==> config.mk <==
export PLATFORM = sky130hd
export DESIGN_NAME = hit_tm_div
export DESIGN_NICKNAME = d
export VERILOG_FILES = /design/src/rtl/core/hit_tm_div.sv
export SDC_FILE = /design/constraint.sdc
export NUM_CORES = 1
export LEC_CHECK = 0
export ABC_AREA = 1
export ABC_CLOCK_PERIOD_IN_PS = 2900
export BUFFER_PORTS_ARGS = -buffer_cell sky130_fd_sc_hd__buf_4
export CORE_MARGIN = 4
export CORE_UTILIZATION = 57
export DETAILED_ROUTE_END_ITERATION = 16
export HOLD_SLACK_MARGIN = 0.08
export PLACE_DENSITY = 0.84
export SYNTH_ARGS = -nofsm -noshare
export SYNTH_HDL_FRONTEND = slang
export SYNTH_SLANG_ARGS = --single-unit
==> constraint.sdc <==
create_clock -name aclk -period 2.9 [get_ports aclk]
set_input_delay 0.145 -clock aclk [delete_from_list [all_inputs] [get_ports aclk]]
set_output_delay 0.145 -clock aclk [all_outputs]
set_load 0.05 [all_outputs]
==> src/rtl/core/hit_tm_div.sv <==
module hit_tm_div #(
    parameter int NUM_W = 24,
    parameter int DEN_W = 9
) (
    input  logic             aclk,
    input  logic             aresetn,
    input  logic             start,
    input  logic [NUM_W-1:0] dividend,
    input  logic [DEN_W-1:0] divisor,
    output logic             done,
    output logic [NUM_W-1:0] quotient
);

    localparam int CNT_W = $clog2(NUM_W + 1);

    logic [DEN_W-1:0] rem_reg, rem_next;
    logic [NUM_W-1:0] quo_reg, quo_next;
    logic [DEN_W-1:0] den_reg, den_next;
    logic [CNT_W-1:0] cnt_reg, cnt_next;
    logic             busy_reg, busy_next;
    logic             done_reg, done_next;
    logic [DEN_W:0]   trial;
    logic             fits;

    // one quotient bit a cycle, restoring
    assign trial = {rem_reg, quo_reg[NUM_W-1]};
    assign fits = trial >= {1'b0, den_reg};

    always_comb begin
        rem_next = rem_reg;
        quo_next = quo_reg;
        den_next = den_reg;
        cnt_next = cnt_reg;
        busy_next = busy_reg;
        done_next = 1'b0;
        if (start) begin
            rem_next = '0;
            quo_next = dividend;
            den_next = divisor;
            cnt_next = '0;
            busy_next = 1'b1;
        end else if (busy_reg) begin
            if (fits) begin
                rem_next = DEN_W'(trial - {1'b0, den_reg});
            end else begin
                rem_next = trial[DEN_W-1:0];
            end
            quo_next = {quo_reg[NUM_W-2:0], fits};
            cnt_next = cnt_reg + 1'b1;
            if (cnt_reg == CNT_W'(NUM_W - 1)) begin
                busy_next = 1'b0;
                done_next = 1'b1;
            end
        end
    end

    always_ff @(posedge aclk) begin
        if (!aresetn) begin
            busy_reg <= 1'b0;
            done_reg <= 1'b0;
            cnt_reg <= '0;
        end else begin
            busy_reg <= busy_next;
            done_reg <= done_next;
            cnt_reg <= cnt_next;
        end
        rem_reg <= rem_next;
        quo_reg <= quo_next;
        den_reg <= den_next;
    end

    assign done = done_reg;
    assign quotient = quo_reg;

endmodule

==> impl_metrics.py <==
metrics = {
    "yosys": {
        "synth.ff_latch_count": 49,
        "syn-mean-instance-area_um2": 8.454,
        "post-synth-top-area-cell": "sky130_fd_sc_hd__edfxtp_1",
        "netlist_top_cells_count": "sky130_fd_sc_hd__nand2_1, sky130_fd_sc_hd__edfxtp_1, sky130_fd_sc_hd__inv_1",
        "ys_top_cells_by_area": "sky130_fd_sc_hd__edfxtp_1, sky130_fd_sc_hd__nand2_1, sky130_fd_sc_hd__dfxtp_1, sky130_fd_sc_hd__ha_1, sky130_fd_sc_hd__inv_1",
        "synth_edf_count": 33,
        "yosys_top_cell_area_share_pct": 39.60,
        "synthDistinctLibCells": 27,
        "synth.cell_area_um2": 2502,
        "async_flop_share_pct": 0,
        "synthesis.yosys.warnings": 0,
        "seq_total_area_yosys_pct": 52.40,
        "netlist_instances": 296,
        "ys_dominant_reg_cell": "sky130_fd_sc_hd__edfxtp_1",
        "synth.net_count": 343,
        "most_frequent_cell_after_synthesis": "sky130_fd_sc_hd__nand2_1",
    },
    "critical_path": {
        "critPathKind": "reg -> reg",
        "crit_required_ns": 3.15,
        "worstSetupStartpointType": "flop",
        "cp-end-kind": "flop",
        "critical_path_arrival_ns": 2.32,
        "worstPathMaxFanout": 11,
    },
    "clocking": {
        "clock_tree.buffer_depth": 2,
        "h_tree_level_count": 2,
        "cts-buffers-inserted": 5,
        "cts_post_setup_buffers_inserted": 0,
        "worst_skew_pair.late_latency_ns": 0.30,
        "tritoncts": "done",
        "clk_pin_slew_worst_paths_ns": 0.09,
        "clock_sinks": 49,
        "cts_root_buf": "sky130_fd_sc_hd__clkbuf_8",
    },
    "detailed_routing": {
        "wire_per_inst_um": 13.24,
        "dr_total_vias": 2117,
        "detail_route.iter0.violations": 170,
        "detail-route-antenna-nets": 0,
        "route.detailed.vias_per_inst": 5.065,
        "overall_routed_net_length_um": 5536,
        "detail_route.drc_violations": 0,
        "drt_first_pass_iters": 4,
    },
    "timing": {
        "timing_hold_violations_final": 0,
        "report.final.setup_viol": 0,
        "rsz_0062_raised_after_global_routing": "false",
        "slew_headroom_pct": 69.88,
        "fin_worst_hold_slack_ns": 0.1087,
        "timing.fmax_ghz": 0.4831,
        "worst_pin_slew_ns": 0.4512,
        "finalCritPeriodShare_pct": 71.38,
        "period_minus_slack_ns": 2.070,
        "maxSlewViolCount": 0,
        "clock-skew-final_ns": 0.002788,
        "tns_ns": 0,
    },
    "run_status": {
        "run_status": "finished clean",
    },
    "run": {
        "timing.max_cap.violations": 0,
    },
    "pwr": {
        "total_leakage_power_nw": 1.606,
        "vdd_ir_drop_max_v": 0.0003564,
        "power_per_cell_area_nw_per_um2": 519.7,
    },
    "finish": {
        "largest_register_ffs": 24,
        "drive_gt1_share_pct": 22.28,
        "fillers": 313,
        "num_antenna_cells": 0,
        "final_nets": 414,
        "layout-area-overhead-vs-synth_pct": 27.10,
        "regArea_um2": 1311,
        "multi_input_comb_area_um2": 1033,
    },
    "global_route": {
        "grt_first_pass_wirelength_um": 9259,
        "globalRouteTotalUtil_pct": 22.08,
        "grt_pass1_vias": 2138,
        "grt_antenna_before_repair": 0,
        "grt_max_degree": 36,
        "global_route_total_overflow": 0,
    },
    "placement": {
        "gp_congestion": 0.9131,
        "detailed_place_hpwl_um": 3901,
        "io_buffers": 60,
    },
    "die": {
        "die_width_um": 74.26,
        "initial_core_util_pct": 60.81,
        "floorplan.die_area_um2": 5515,
        "top_level_ports": 61,
        "placementRows": 23,
        "die_y_um": 74.26,
        "fp.coreArea_um2": 4115,
    },
    "hold_path": {
        "holdCritPathClass": "in -> reg",
    },
}
## per-layer routing
| metal | vias to the layer above | GRT usage (%) | share of wire (%) |
|---|---|---|---|
| met2 | 77 | 35.53 | 47 |
| met4 | 0 | 7.708 | 1.2 |
| li1 | 1084 | - | - |
| met3 | 8 | 6.892 | 8.7 |
| met5 | - | 0 | 0 |
| met1 | 948 | 28.38 | 43 |
## worst max-delay path, stage by stage, from the launching register on
cell and delay, ns:
sky130_fd_sc_hd__edfxtp_1 0.39, sky130_fd_sc_hd__inv_1 0.09, sky130_fd_sc_hd__ha_1 0.14, sky130_fd_sc_hd__inv_1 0.05, sky130_fd_sc_hd__fa_1 0.41, sky130_fd_sc_hd__nand2_2 0.10, sky130_fd_sc_hd__nand2_2 0.07, sky130_fd_sc_hd__nand3_2 0.08
sky130_fd_sc_hd__nand2_2 0.06, sky130_fd_sc_hd__nand2_2 0.18, sky130_fd_sc_hd__nand2_2 0.18, sky130_fd_sc_hd__nand2_1 0.12, sky130_fd_sc_hd__nand3_1 0.08, sky130_fd_sc_hd__nand2_1 0.06
## stage by stage
step / std cells / util, % / total power, mW / instance area (µm²) / setup slack [ns]
3_3_place_gp: 400 / 72.54 / 1.225 / 2985 / 0.9466
6_report: 418 / 77.29 / 1.653 / 3181 / 0.8301
3_5_place_dp: 400 / 72.54 / 1.229 / 2985 / 0.8752
2_1_floorplan: 296 / - / 1.101 / 2502 / 0.7921
5_1_grt: 418 / 77.29 / 1.724 / 3181 / 0.6220
4_1_cts: 418 / 77.29 / 1.662 / 3181 / 0.8261
## final timing paths
kind / start / cells after the start / slack (ns) / endpoint
setup / recovery: quotient[23] / 13 / 0.83 / rem_reg[3]
hold / removal: dividend[17] / 3 / 0.11 / quotient[17]
setup reg to reg: quotient[23] / 13 / 0.83 / rem_reg[3]
hold reg to reg: rem_reg[7] / 2 / 0.48 / rem_reg[7]
## cells by family (layout without fill, tap and decap cells)
group | after synthesis | after routing | share of synthesized area, %
AO/OA/AOI/OAI | 10 | 10 | 2.100
XOR/XNOR | 3 | 3 | 1.050
adder cells (fa/ha/maj) | 11 | 11 | 5.800
buffers and inverters | 38 | 110 | 6.300
flip-flops | 49 | 49 | 52.40
AND/OR/NAND/NOR | 185 | 185 | 32.35
## cell usage in the layout (no fill, tap or decap)
| cell | instances |
|---|---|
| sky130_fd_sc_hd__a21oi_1 | 8 |
| sky130_fd_sc_hd__a31oi_1 | 2 |
| sky130_fd_sc_hd__buf_4 | 62 |
| sky130_fd_sc_hd__clkbuf_8 | 6 |
| sky130_fd_sc_hd__clkinv_1 | 1 |
| sky130_fd_sc_hd__dfxtp_1 | 16 |
| sky130_fd_sc_hd__dlygate4sd3_1 | 10 |
| sky130_fd_sc_hd__edfxtp_1 | 33 |
| sky130_fd_sc_hd__fa_1 | 1 |
| sky130_fd_sc_hd__ha_1 | 10 |
| sky130_fd_sc_hd__inv_1 | 28 |
| sky130_fd_sc_hd__inv_2 | 2 |
| sky130_fd_sc_hd__inv_6 | 1 |
| sky130_fd_sc_hd__nand2_1 | 134 |
| sky130_fd_sc_hd__nand2_2 | 5 |
| sky130_fd_sc_hd__nand3_1 | 16 |
| sky130_fd_sc_hd__nand3_2 | 1 |
| sky130_fd_sc_hd__nand3b_1 | 9 |
| sky130_fd_sc_hd__nor2_1 | 8 |
| sky130_fd_sc_hd__nor2_2 | 2 |
| sky130_fd_sc_hd__nor2_8 | 1 |
| sky130_fd_sc_hd__nor3_1 | 6 |
| sky130_fd_sc_hd__nor3_2 | 1 |
| sky130_fd_sc_hd__nor4_1 | 1 |
| sky130_fd_sc_hd__or2_4 | 1 |
| sky130_fd_sc_hd__xnor2_1 | 2 |
| sky130_fd_sc_hd__xor2_1 | 1 |
## where the power goes
| group | switching (mW) | internal (mW) |
|---|---|---|
| sequential | 0.0299 | 0.806 |
| clock | 0.234 | 0.194 |
| combinational | 0.251 | 0.138 |
## cell type report
cell class                      count  area share [%]
Clock buffer                        6           2.596
Multi-Input combinational cell    209           32.49
Timing Repair Buffer               72           17.78
Sequential cell                    49           41.23
Tap cell                           50           1.967
Inverter                           30           3.541
Clock inverter                      2          0.3934
## timing repair
action                                  CTS  global route
endpoints found under the hold margin    10             0
resized for setup                         0             0
endpoints found under the setup margin    0             0
hold buffers                             10             0
No activity file was read; power rests on OpenSTA's default activity.
